==> src/rtl/chc_pkg.sv <==
package chc_pkg;

    localparam int INDEX_BITS    = 14;
    localparam int FIELD_IDX_W   = 14;
    localparam int ADDR_BITS     = INDEX_BITS + 1;
    localparam int DEPTH         = 1 << ADDR_BITS;
    localparam int ENTRY_W       = 16;
    localparam int ENTRY_MAX     = (1 << (ENTRY_W - 1)) - 1;
    localparam int ENTRY_MIN     = -(1 << (ENTRY_W - 1));
    localparam int GRAVITY_SHIFT = 10;
    localparam int GRAVITY_SCALE = 1 << GRAVITY_SHIFT;
    localparam int D_LIM         = GRAVITY_SCALE / 4;
    localparam int D_W           = 16;
    localparam int OPND_W        = 16;
    localparam int PROD_W        = ENTRY_W + OPND_W + 1;
    localparam int GRAV_W        = PROD_W + 1;
    localparam int NUM_LANES     = 5;
    localparam int SUM_W         = PROD_W + 3;
    localparam int CORR_SHIFT    = 11;
    localparam int CORR_DIVISOR  = 1 << CORR_SHIFT;
    localparam int VALUE_W       = 32;
    localparam int TOTAL_W       = SUM_W + 2;
    localparam int WEIGHT_W      = 10;
    localparam int LIMIT_W       = 16;
    localparam int OUT_W         = 17;
    localparam int CFG_IDX_W     = 3;
    localparam int CFG_DATA_W    = 16;

    localparam logic OP_UPDATE = 1'b0;
    localparam logic OP_ADJUST = 1'b1;

    localparam logic [WEIGHT_W-1:0] RST_W_PAWN     = WEIGHT_W'(200);
    localparam logic [WEIGHT_W-1:0] RST_W_NON_PAWN = WEIGHT_W'(160);
    localparam logic [WEIGHT_W-1:0] RST_W_MINOR    = WEIGHT_W'(150);
    localparam logic [WEIGHT_W-1:0] RST_W_MAJOR    = WEIGHT_W'(140);
    localparam logic [WEIGHT_W-1:0] RST_W_THREAT   = WEIGHT_W'(150);
    localparam logic [LIMIT_W-1:0]  RST_LIMIT      = LIMIT_W'(40000);

    typedef enum logic [CFG_IDX_W-1:0] {
        REG_W_PAWN     = 3'd0,
        REG_W_NON_PAWN = 3'd1,
        REG_W_MINOR    = 3'd2,
        REG_W_MAJOR    = 3'd3,
        REG_W_THREAT   = 3'd4,
        REG_LIMIT      = 3'd5
    } cfg_reg_t;

    typedef struct packed {
        logic                   clear;
        logic [ADDR_BITS-1:0]   clear_addr;
        logic                   mul_en;
        logic                   write_en;
        logic                   op;
        logic signed [D_W-1:0]  d;
    } lane_ctrl_t;

    typedef struct packed {
        logic sum_en;
        logic total_en;
        logic out_en;
    } merge_ctrl_t;

    function automatic logic [ADDR_BITS-1:0] make_addr(input logic side,
                                                       input logic [FIELD_IDX_W-1:0] idx);
        logic [31:0] wide;
        wide = 32'(idx);
        return {side, wide[INDEX_BITS-1:0]};
    endfunction

endpackage

==> src/rtl/chc_merge.sv <==
module chc_merge
    import chc_pkg::*;
(
    input  logic                        aclk,
    input  merge_ctrl_t                 ctrl,
    input  logic signed [PROD_W-1:0]    prod [NUM_LANES],
    input  logic signed [VALUE_W-1:0]   value,
    input  logic [LIMIT_W-1:0]          limit,
    output logic signed [OUT_W-1:0]     adjusted_eval
);

    logic signed [SUM_W-1:0]   sum_reg;
    logic signed [SUM_W-1:0]   sum_next;
    logic signed [SUM_W-1:0]   round_add;
    logic signed [SUM_W-1:0]   quot;
    logic signed [TOTAL_W-1:0] total_reg;
    logic signed [TOTAL_W-1:0] total_next;
    logic signed [TOTAL_W-1:0] lim;
    logic signed [OUT_W-1:0]   out_reg;
    logic signed [OUT_W-1:0]   out_next;

    always_comb begin
        sum_next = '0;
        for (int i = 0; i < NUM_LANES; i++) begin
            sum_next = sum_next + SUM_W'(prod[i]);
        end
    end

    always_comb begin
        round_add  = sum_reg[SUM_W-1] ? SUM_W'(CORR_DIVISOR - 1) : '0;
        quot       = (sum_reg + round_add) >>> CORR_SHIFT;
        total_next = TOTAL_W'(value) + TOTAL_W'(quot);
    end

    always_comb begin
        lim = $signed(TOTAL_W'(limit));
        if (total_reg > lim) begin
            out_next = OUT_W'(lim);
        end else if (total_reg < -lim) begin
            out_next = OUT_W'(-lim);
        end else begin
            out_next = total_reg[OUT_W-1:0];
        end
    end

    always_ff @(posedge aclk) begin
        if (ctrl.sum_en) begin
            sum_reg <= sum_next;
        end
        if (ctrl.total_en) begin
            total_reg <= total_next;
        end
        if (ctrl.out_en) begin
            out_reg <= out_next;
        end
    end

    assign adjusted_eval = out_reg;

endmodule

==> config.mk <==
export PLATFORM = sky130hd
export DESIGN_NAME = chc_merge
export DESIGN_NICKNAME = d
export VERILOG_FILES = /design/src/rtl/chc_pkg.sv /design/src/rtl/chc_merge.sv
export SDC_FILE = /design/constraint.sdc
export NUM_CORES = 1
export LEC_CHECK = 0
export BUFFER_PORTS_ARGS = -buffer_cell sky130_fd_sc_hd__buf_4
export CELL_PAD_IN_SITES_DETAIL_PLACEMENT = 1
export CELL_PAD_IN_SITES_GLOBAL_PLACEMENT = 1
export CORE_MARGIN = 8
export CORE_UTILIZATION = 39
export DETAILED_ROUTE_END_ITERATION = 6
export GPL_TIMING_DRIVEN = 1
export PLACE_DENSITY_LB_ADDON = 0.15
export SETUP_SLACK_MARGIN = 0.3
export SLEW_MARGIN = 20
export SYNTH_ARGS = -nofsm -noshare
export SYNTH_HDL_FRONTEND = slang
export SYNTH_SLANG_ARGS = --single-unit
==> constraint.sdc <==
create_clock -name aclk -period 5.15 [get_ports aclk]
set_input_delay 0.515 -clock aclk [delete_from_list [all_inputs] [get_ports aclk]]
set_output_delay 0.515 -clock aclk [all_outputs]
set_load 0.05 [all_outputs]
==> results of run 1 <==
[worst paths after layout]
check / start / slack, ns / end
min: prod[132] / 0.46 / sum_reg[0]$_DFFE_PP_
max reg2reg: sum_reg[35]$_DFFE_PP_ / 0.44 / total_reg[28]$_DFFE_PP_
max: limit[1] / 0.43 / adjusted_eval[2]$_DFFE_PP_
min reg2reg: total_reg[0]$_DFFE_PP_ / 0.63 / adjusted_eval[0]$_DFFE_PP_
[per-layer routing]
layer	vias to the layer above	track usage, %	part of all wire [%]	routed length (um)
met3	30	4.12	5.7	1700
met5	-	0	0	0
met2	197	30.1	50	14900
met4	0	4.96	1.8	535
li1	4845	-	-	-
met1	4558	19.7	43	12900
[per-stage QoR]
step,instances,TNS [ns],worst slack [ns]
finish,1944,0,0.429
CTS,1938,0,0.304
detailed placement,1920,-0.876,-0.126
global placement,1920,0,0.0135
floorplan,1303,0,0.303
global route,1944,0,0.207
[cell usage after synthesis (13+ instances only)]
cell type / number / area, sq um
xnor2_1: 63 / 552
nand2b_1: 13 / 81.3
a21oi_1: 69 / 345
and3_1: 14 / 87.6
nor4_1: 14 / 87.6
nand2_1: 69 / 259
nor3_1: 21 / 105
xor2_1: 30 / 263
a21o_1: 46 / 345
a31oi_1: 13 / 81.3
nor2_1: 61 / 229
ha_1: 135 / 1690
nand4_1: 22 / 138
inv_1: 313 / 1170
o21ai_0: 42 / 210
edfxtp_1: 86 / 2580
nor2b_1: 14 / 87.6
fa_1: 102 / 2040
clkbuf_1: 19 / 71.3
nand3_1: 27 / 135
[worst max-delay path: cells and delay by family]
family / cells / cell delay, ns
and+or+nand+nor: 8 / 1.99
buffers and inverters: 3 / 0.40
adders and majority gates: 2 / 0.44
AOI/OAI and AO/OA: 6 / 1.45
[kinds of logic (layout without fill, tap and decap cells)]
| kind of cell | Yosys count | after routing | share of synthesized area (%) |
|---|---|---|---|
| buffers and inverters | 335 | 586 | 10.9 |
| and+or+nand+nor | 289 | 289 | 12.7 |
| AOI/OAI and AO/OA | 255 | 255 | 14.3 |
| adders and majority gates | 237 | 237 | 32.2 |
| xor gates and xnor gates | 93 | 93 | 7.03 |
| DFF | 86 | 86 | 22.3 |
| muxes | 8 | 8 | 0.691 |
[area by class of cell]
| cell class | instances | area, sq um | share of cell area [%] |
|---|---|---|---|
| Clock inverter | 7 | 96.3 | 0.667 |
| Multi-Input combinational cell | 882 | 7940 | 54.9 |
| Tap cell | 390 | 488 | 3.38 |
| Clock buffer | 9 | 225 | 1.56 |
| Timing Repair Buffer | 257 | 1950 | 13.5 |
| Sequential cell | 86 | 2580 | 17.9 |
| Inverter | 313 | 1170 | 8.13 |
[report_power, final]
| part | internal (mW) | switching [mW] |
|---|---|---|
| combinational | 2.12 | 2.65 |
| sequential | 1.37 | 0.247 |
| clock | 0.427 | 0.296 |
| total | 3.92 | 3.19 |
[repair_timing]
action | CTS | global route
pin swaps | 4 | 15
hold buffers | 0 | 0
setup buffers | 2 | 6
resized for setup | 8 | 36
setup endpoints to repair | 20 | 31
==> flow_summary.yaml, run 1 <==
critical_path:
  cp_common_cell: "nand2_1"
  r2r_cells: 21
  cp_slowest_cell: "or4_4"
  path_class: "in2reg"
  path_cells: "buf_4 > inv_1 > ha_4 > nand3_2 > or4_4 > or3_1 > or3_4 > nor3_4 > and3_4 > ha_1 > o21ai_2 > o22ai_1 > o32ai_1 > nand2_1 > a221o_1 > a31oi_4 > nand2_1 > buf_12 > a311o_1"
  start_kind: "input port"
  crit_arrival_ns: 4.82
  cpPeakStageDelay_ns: 0.44
  endpoint_kind: "flop"
  crit_required_ns: 5.25
  path_max_fanout: 33
final_layout:
  antennaDiodeCount: 0
  layout_common_cells: "312 x inv_1, 255 x buf_4, 131 x ha_1"
  layout_commonest_cell: "inv_1"
  final.fill_count: 3521
  final_net_count: 2003
  finalCoreUtilization_pct: 49.0
  drive_above_1_share_pct: 20.9
  stdcell_area_sq_um: 14400
  area_delta_synth_final_pct: 24.6
  largest_register_ffs: 36
pwr:
  powerDensity_nw_per_um2: 492
  p_total_mw: 7.11
  irDropWorstVdd_uv: 160
  leakage_nw: 7.36
sta:
  maxSlewHeadroom_pct: 35.3
  setup_viol: 0
  fin_worst_skew_ns: 0.0118
  holdWs_ns: 0.459
  maxSlewViolCount: 0
  rsz0062_at_grt: "yes"
  fin_crit_sh_pct: 91.7
  fmax_ghz: 0.212
  period_needed_ns: 4.72
  hold_violations: 0
  worstMarginPinSlew_ns: 0.971
synthesis:
  synth_cells: 1303
  syn_area_per_cell_sq_um: 8.90
  yosysWarnings: 0
  ys_ff_latch: 86
  async_flop_share_pct: 0
  yosysSeqAreaShare_pct: 22.3
  synth_ff_type: "edfxtp_1"
  netlist_area_sq_um: 11600
  synth_edf_count: 86
  syn_nets: 1757
  synth_cell_types: 60
grt:
  grt_max_degree: 37
  overflow: 0
  grt_pass1_wl_mm: 49.9
  grt_pass1_vias: 10733
  antenna_found_initial: 0
  grtUsageTotal_pct: 16.9
run:
  drv_cap: 0
placement:
  gp_congestion: 0.844
  hpwl_mm: 26.1
  dpl_cell_area_sq_um: 13900
  port_buffers: 233
die:
  die_w_um: 188
  coreArea_sq_um: 29500
  fp.dieH_um: 188
  dieArea_sq_um: 35500
  initial_core_util_pct: 39.3
  num_io_pins: 234
  num_rows: 63
min_path:
  hold_class: "in2reg"
  min_path_cells: 2
clocking:
  cts_tree: "done"
  clockBufferDepth: 2
  h-tree-depth: 3
  clkTransAtPathRegs_ns: 0.07
  clock_latency_ns: 0.35
  cts_buffers: 9
  cts.sinks: 86
  cts_root_buf: "clkbuf_16"
drt:
  viasPerCell: 4.95
  antenna_left: 0
  dr.pass1.iters: 4
  wirelength_mm: 30.0
  detail_route.wl_per_cell_um: 15.4
  drt_iter0_markers: 424
  drc_errors: 0
  via_count: 9630
run_status:
  status: "finished clean"
(Power assumes the default switching activity.)
==> run 2, diff against run 1 <==
--- a/config.mk
+++ b/config.mk
@@ -5,11 +5,12 @@
 export SDC_FILE = /design/constraint.sdc
 export NUM_CORES = 1
 export LEC_CHECK = 0
+export ABC_AREA = 1
 export BUFFER_PORTS_ARGS = -buffer_cell sky130_fd_sc_hd__buf_4
 export CELL_PAD_IN_SITES_DETAIL_PLACEMENT = 1
 export CELL_PAD_IN_SITES_GLOBAL_PLACEMENT = 1
 export CORE_MARGIN = 8
-export CORE_UTILIZATION = 39
+export CORE_UTILIZATION = 38
 export DETAILED_ROUTE_END_ITERATION = 6
 export GPL_TIMING_DRIVEN = 1
 export PLACE_DENSITY_LB_ADDON = 0.15
==> run 2 against run 1 <==
Compared with the run above: cell area rose by 7.6%; cell count increased by 27%; sequential cell count stayed put; wire length up 30%; critical path type is now reg2reg.
==> flow_summary.yaml, run 2 <==
critical_path:
  crit_path_end: "total_reg[31]$_DFFE_PP_"
  rr_endpoint: "total_reg[31]$_DFFE_PP_"
  path_max_fanout: 12
  regToRegSetupSlack_ns: 0.83
  crit_required_ns: 5.25
  start_kind: "flop"
  crit_arrival_ns: 4.41
  endpoint_kind: "flop"
  critPathLaunch: "sum_reg[35]$_DFFE_PP_"
  r2r_cells: 20
  path_cells: "ha_1 > nand2_1 > nor2_1 > nand3_1 > nand3_1 > a21o_1 > nand2_1 > xor2_1 > inv_1 > ha_1 > nand2_1 > inv_1 > nand3_1 > nand2_1 > a21oi_1 > buf_4 > o21ai_0 > nand3_1 > nand3_1 > nand2_1"
  cpPeakStageDelay_ns: 0.60
  cp_slowest_cell: "edfxtp_1"
  path_class: "reg2reg"
  rr_startpoint: "sum_reg[35]$_DFFE_PP_"
clocking:
  cts_hold_buf: 0
  cts.sinks: 86
  cts_root_buf: "clkbuf_16"
  cts_buffers: 9
  clkTransAtPathRegs_ns: 0.07
  clock_latency_ns: 0.35
  cts_setup_buffers: 0
  clockBufferDepth: 2
  ctsResizeCount: 0
  h-tree-depth: 3
  cts_tree: "done"
synthesis:
  muxShareOfSynthArea_pct: 0
  syn_area_per_cell_sq_um: 7.27
  synth_edf_count: 86
  synth_top_area_share_pct: 19.9
  synth_xor_area_share_pct: 4.46
  yosysSeqAreaShare_pct: 19.9
  synth_top_family_by_area: "adder cells"
  synth_ff_type: "edfxtp_1"
  yosys.area_share.adder_pct: 28.8
  yosysWarnings: 0
  synth_compound_area_share_pct: 10.0
  synth_cells: 1782
  ys_ff_latch: 86
  syn_nets: 2236
  yosysMostFrequentCell: "inv_1"
  synthSimpleGateAreaFrac_pct: 22.9
  async_flop_share_pct: 0
  yosysTopAreaCell: "edfxtp_1"
  synth_cell_types: 42
  yosys-top-cells-area: "edfxtp_1 20%, fa_1 16%, inv_1 13%"
  yosys-top-cells-count: "459 x inv_1, 356 x nand2_1, 158 x nor2_1"
  netlist_area_sq_um: 13000
sta:
  fin_crit_sh_pct: 83.9
  rsz0062_at_grt: "no"
  fin_ws_ns: 0.831
  hold_violations: 0
  worstMarginPinSlew_ns: 0.622
  setup_tns_ns: 0
  maxSlewHeadroom_pct: 58.2
  maxSlewViolCount: 0
  period_needed_ns: 4.32
  fmax_ghz: 0.232
  setup_viol: 0
  fin_worst_skew_ns: 0.00847
drt:
  wirelength_mm: 38.9
  antenna_left: 0
  detail_route.wl_per_cell_um: 15.7
  viasPerCell: 4.89
  drt_iter0_markers: 314
  via_count: 12099
  dr.pass1.iters: 4
  drc_errors: 0
final_layout:
  final-instance-count-excl-fill: 2475
  antennaDiodeCount: 0
  layout_common_cells: "459 x inv_1, 356 x nand2_1, 239 x buf_4"
  drive_above_1_share_pct: 13.6
  final.fill_count: 4350
  largest_register_ffs: 36
  layout_commonest_cell: "inv_1"
  area_delta_synth_final_pct: 20.0
  stdcell_area_sq_um: 15500
  final_net_count: 2476
grt:
  grt_max_degree: 37
  grt_pass1_wl_mm: 64.6
  overflow: 0
  grtUsageTotal_pct: 19.3
  grt_pass1_vias: 13518
  antenna_found_initial: 0
placement:
  dp.cells: 2459
  gp_congestion: 0.881
  dpl_cell_area_sq_um: 15200
  port_buffers: 233
  dp_slack_ns: 0.520
  hpwl_mm: 34.9
die:
  fp.dieH_um: 201
  initial_core_util_pct: 38.6
  coreArea_sq_um: 33500
  num_rows: 67
  dieArea_sq_um: 40300
  num_io_pins: 234
  die_w_um: 201
pwr:
  p_int_mw: 3.77
  leakage_nw: 8.29
  irDropWorstVdd_uv: 193
  powerDensity_nw_per_um2: 512
  swShare_pct: 52.6
  p_total_mw: 7.95
  p_seq_share_pct: 20.8
  combPwrFrac_pct: 70.8
  switchingPower_mw: 4.18
  p_clk_share_pct: 8.4
min_path:
  hold_class: "in2reg"
run_status:
  status: "finished clean"
run:
  drv_cap: 0
-- run 2: cell types whose count changed in the layout (fill, tap and decap cells not counted), moves of 20 or more --
| cell | previous run | this run |
|---|---|---|
| nand3_1 | 25 | 99 |
| xnor2_1 | 63 | 17 |
| nand2_1 | 69 | 356 |
| a21oi_1 | 66 | 107 |
| nor2_1 | 59 | 158 |
| a21o_1 | 46 | 18 |
| inv_1 | 312 | 459 |
| xor2_1 | 29 | 49 |
-- run 2: power groups by stage --
stage / Sequential, mW / Combinational, mW / Clock (mW)
5_1_grt: 1.70 / 6.41 / 0.702
6_report: 1.65 / 5.63 / 0.671
3_5_place_dp: 1.67 / 5.64 / 0
3_3_place_gp: 1.66 / 5.46 / 0
2_1_floorplan: 1.73 / 3.88 / 0
4_1_cts: 1.65 / 5.68 / 0.682
-- run 2: worst min path at each step --
stage / endpoint / depth (start not counted) / start / slack [ns]
floorplan: adjusted_eval[16]$_SDFFCE_PP0P_ / 2 / total_reg[16]$_DFFE_PP_ / 0.57
detailed placement: adjusted_eval[16]$_SDFFCE_PP0P_ / 2 / total_reg[16]$_DFFE_PP_ / 0.63
CTS: sum_reg[0]$_DFFE_PP_ / 2 / prod[132] / 0.46
global route: sum_reg[0]$_DFFE_PP_ / 2 / prod[132] / 0.47
finish: sum_reg[0]$_DFFE_PP_ / 2 / prod[132] / 0.46
global placement: adjusted_eval[16]$_SDFFCE_PP0P_ / 2 / total_reg[16]$_DFFE_PP_ / 0.63
-- run 2: layout make-up --
class / instances / area [sq um] / area share [%]
Multi-Input combinational cell: 1226 / 8580 / 55.2
Sequential cell: 86 / 2580 / 16.6
Timing Repair Buffer: 239 / 1790 / 11.5
Inverter: 460 / 1730 / 11.1
Tap cell: 448 / 561 / 3.61
Clock buffer: 9 / 225 / 1.45
Clock inverter: 7 / 72.6 / 0.467
-- run 2: per-stage QoR --
step                hold slack, ns  util [%]
floorplan                    0.572         -
global placement             0.632      45.5
detailed placement           0.628      45.5
CTS                          0.456      46.3
global route                 0.469      46.3
finish                       0.463      46.3
-- run 2: cell families (layout without fill, tap and decap cells) --
logic type,Yosys count,count (layout)
adder cells (fa/ha/maj),237,237
buffers and inverters,470,715
AND/OR/NAND/NOR,697,697
AO/OA/AOI/OAI,226,226
XOR/XNOR,66,66
flip-flops,86,86
-- run 2: worst max-delay path, delay by kind of cell (launching register included) --
kind	cells	cell delay, ns
simple gates	11	1.43
compound gates	3	0.76
flops	1	0.60
buf+inv	3	0.30
fa+ha+maj	2	0.80
xor+xnor	1	0.17
-- run 2: metal layers --
metal	wire length, um	global-route usage (%)
met3	1150	2.63
met2	21000	38.2
met5	0	0
met1	15700	20.5
met4	1110	6.36
==> run 3, diff against run 2 <==
--- a/config.mk
+++ b/config.mk
@@ -5,12 +5,12 @@
 export SDC_FILE = /design/constraint.sdc
 export NUM_CORES = 1
 export LEC_CHECK = 0
-export ABC_AREA = 1
+export ABC_AREA = 0
 export BUFFER_PORTS_ARGS = -buffer_cell sky130_fd_sc_hd__buf_4
 export CELL_PAD_IN_SITES_DETAIL_PLACEMENT = 1
 export CELL_PAD_IN_SITES_GLOBAL_PLACEMENT = 1
 export CORE_MARGIN = 8
-export CORE_UTILIZATION = 38
+export CORE_UTILIZATION = 43
 export DETAILED_ROUTE_END_ITERATION = 6
 export GPL_TIMING_DRIVEN = 1
 export PLACE_DENSITY_LB_ADDON = 0.15
==> constraint.sdc (replaced) <==
create_clock -name aclk -period 4.1 [get_ports aclk]
set_input_delay 0.41 -clock aclk [delete_from_list [all_inputs] [get_ports aclk]]
set_output_delay 0.41 -clock aclk [all_outputs]
set_load 0.05 [all_outputs]
==> run 3 against run 2 <==
Compared with the run above: the run now ends with setup timing left; cell area rose by 13%; clock skew rose by 0.0058 ns; largest cell class unchanged; power increased by 65%; sequential power is 31% higher; critical path type unchanged; highest routed layer unchanged; die area fell by 19%; clock power up 29%; cell count decreased by 14%.
==> flow_summary.yaml, run 3 (synthesized netlist as in run 1, its figures left out) <==
drt:
  drc_errors: 0
  dr.pass1.iters: 5
  viasPerCell: 5.66
  antenna_left: 0
  detail_route.wl_per_cell_um: 23.6
  wirelength_mm: 50.6
  via_count: 12119
  drt_iter0_markers: 674
grt:
  overflow: 0
  grt_pass1_wl_mm: 63.7
  grt_pass1_vias: 13013
  use_met1_pct: 25.6
  top_usage_layer: "met2"
  grt_util_met2_pct: 44.9
  grt_max_degree: 37
  antenna_found_initial: 1
  use_met3_pct: 4.60
  grtUsageTotal_pct: 23.8
pwr:
  powerDensity_nw_per_um2: 747
  swShare_pct: 47.0
  p_clk_share_pct: 6.6
  switchingPower_mw: 6.19
  combPwrFrac_pct: 77.0
  p_seq_share_pct: 16.4
  leakage_nw: 8.83
  p_int_mw: 6.97
  irDropWorstVdd_uv: 288
die:
  initial_core_util_pct: 43.4
  dieArea_sq_um: 32500
  num_rows: 60
  fp.dieH_um: 180
  num_io_pins: 234
  die_w_um: 180
  coreArea_sq_um: 26700
critical_path:
  rr_endpoint: "total_reg[30]$_DFFE_PP_"
  path_max_fanout: 7
  crit_required_ns: 4.21
  crit_path_end: "total_reg[30]$_DFFE_PP_"
  critPathLaunch: "sum_reg[35]$_DFFE_PP_"
  regToRegSetupSlack_ns: -0.90
  start_kind: "flop"
  rr_startpoint: "sum_reg[35]$_DFFE_PP_"
  endpoint_kind: "flop"
  r2r_cells: 23
  crit_arrival_ns: 5.10
  path_class: "reg2reg"
placement:
  port_buffers: 233
  dp_slack_ns: -0.641
  gp_congestion: 0.837
  hpwl_mm: 29.6
final_layout:
  area_delta_synth_final_pct: 51.9
  drive_above_1_share_pct: 40.8
  largest_register_ffs: 36
  layout_commonest_cell: "buf_4"
  layout_common_cells: "446 x buf_4, 292 x inv_1, 109 x ha_1"
  final_net_count: 2247
sta:
  fmax_ghz: 0.200
  fin_ws_ns: -0.895
  period_needed_ns: 5.00
  hold_violations: 0
  fin_worst_skew_ns: 0.0143
  maxSlewHeadroom_pct: 31.7
  setup_viol: 53
  fin_crit_sh_pct: 122
  maxSlewViolCount: 0
  rsz0062_at_grt: "yes"
  worstMarginPinSlew_ns: 1.02
  holdWs_ns: 0.343
clocking:
  cts_buffers: 9
  cts_root_buf: "clkbuf_16"
  cts.sinks: 86
  h-tree-depth: 3
  clock_latency_ns: 0.37
  clockBufferDepth: 2
  cts_tree: "done"
  clkTransAtPathRegs_ns: 0.08
run_status:
  violations: "setup timing"
  status: "complete, but fails checks"
run:
  drv_cap: 0
min_path:
  hold_class: "in2reg"
==> run 3: stage by stage <==
step / power (mW) / cell area [sq um] / TNS [ns] / util [%] / instances
after floorplan: 6.57 / 12000 / -7.29 / - / 1303
after global placement: 8.93 / 15500 / -16.28 / 57.9 / 2047
after detailed placement: 9.34 / 15500 / -19.80 / 57.9 / 2047
after CTS: 11.0 / 16700 / -4.71 / 62.5 / 2102
after global routing: 13.8 / 17600 / -26.64 / 65.9 / 2140
final: 13.2 / 17600 / -22.60 / 65.9 / 2140
==> run 3: worst min-delay path by stage <==
stage                            from                         end  slack [ns]  cells after the start
2_1_floorplan                 ctrl[0]  adjusted_eval[0]$_DFFE_PP_        0.52                      0
3_3_place_gp   total_reg[0]$_DFFE_PP_  adjusted_eval[0]$_DFFE_PP_        0.61                      2
3_5_place_dp   total_reg[0]$_DFFE_PP_  adjusted_eval[0]$_DFFE_PP_        0.65                      2
4_1_cts                     prod[132]        sum_reg[0]$_DFFE_PP_        0.34                      2
5_1_grt                     prod[132]        sum_reg[0]$_DFFE_PP_        0.35                      2
6_report                    prod[132]        sum_reg[0]$_DFFE_PP_        0.34                      2
==> run 3: layout make-up <==
class | count | area, sq um
fill | 2968 | 9120
multi-input combinational | 882 | 9070
timing repair buffer | 501 | 4050
sequential | 86 | 2580
inverter | 313 | 1200
tap | 341 | 427
clock buffer | 9 | 225
clock inverter | 7 | 55.1
antenna | 1 | 2.50
==> run 3: worst max-delay path, cell delays in order, from the launching register on <==
cell	delay, ns
edfxtp_1	0.41
buf_6	0.16
buf_12	0.14
ha_1	0.35
inv_1	0.07
o21ai_2	0.14
a41oi_2	0.07
o21bai_1	0.22
and4_4	0.30
buf_4	0.13
buf_4	0.14
nand4_1	0.16
xnor2_1	0.22
ha_1	0.32
a21oi_1	0.22
nor2b_1	0.11
o21ai_0	0.27
buf_4	0.21
a311o_1	0.32
a31oi_4	0.15
buf_6	0.15
a211oi_2	0.18
o21bai_1	0.12
xor2_1	0.17
==> run 3: power groups by stage <==
stage	Combinational (mW)	Clock, mW	Sequential, mW
2_1_floorplan	4.46	0	2.11
3_3_place_gp	6.89	0	2.04
3_5_place_dp	7.29	0	2.05
4_1_cts	8.16	0.821	2.06
5_1_grt	10.7	0.890	2.19
6_report	10.1	0.868	2.16
==> run 3: repair_timing <==
item,CTS,global route
setup endpoints to repair,57,65
gates cloned,3,0
gates resized for setup,133,126
pin swaps,114,116
setup buffers,36,37
hold buffers,0,0
==> run 3: routing by layer <==
metal  vias up  wire, um
met5         -         0
met4         0      3310
met3       220      2900
met2       538     26300
met1      6029     18100
li1       5332         -
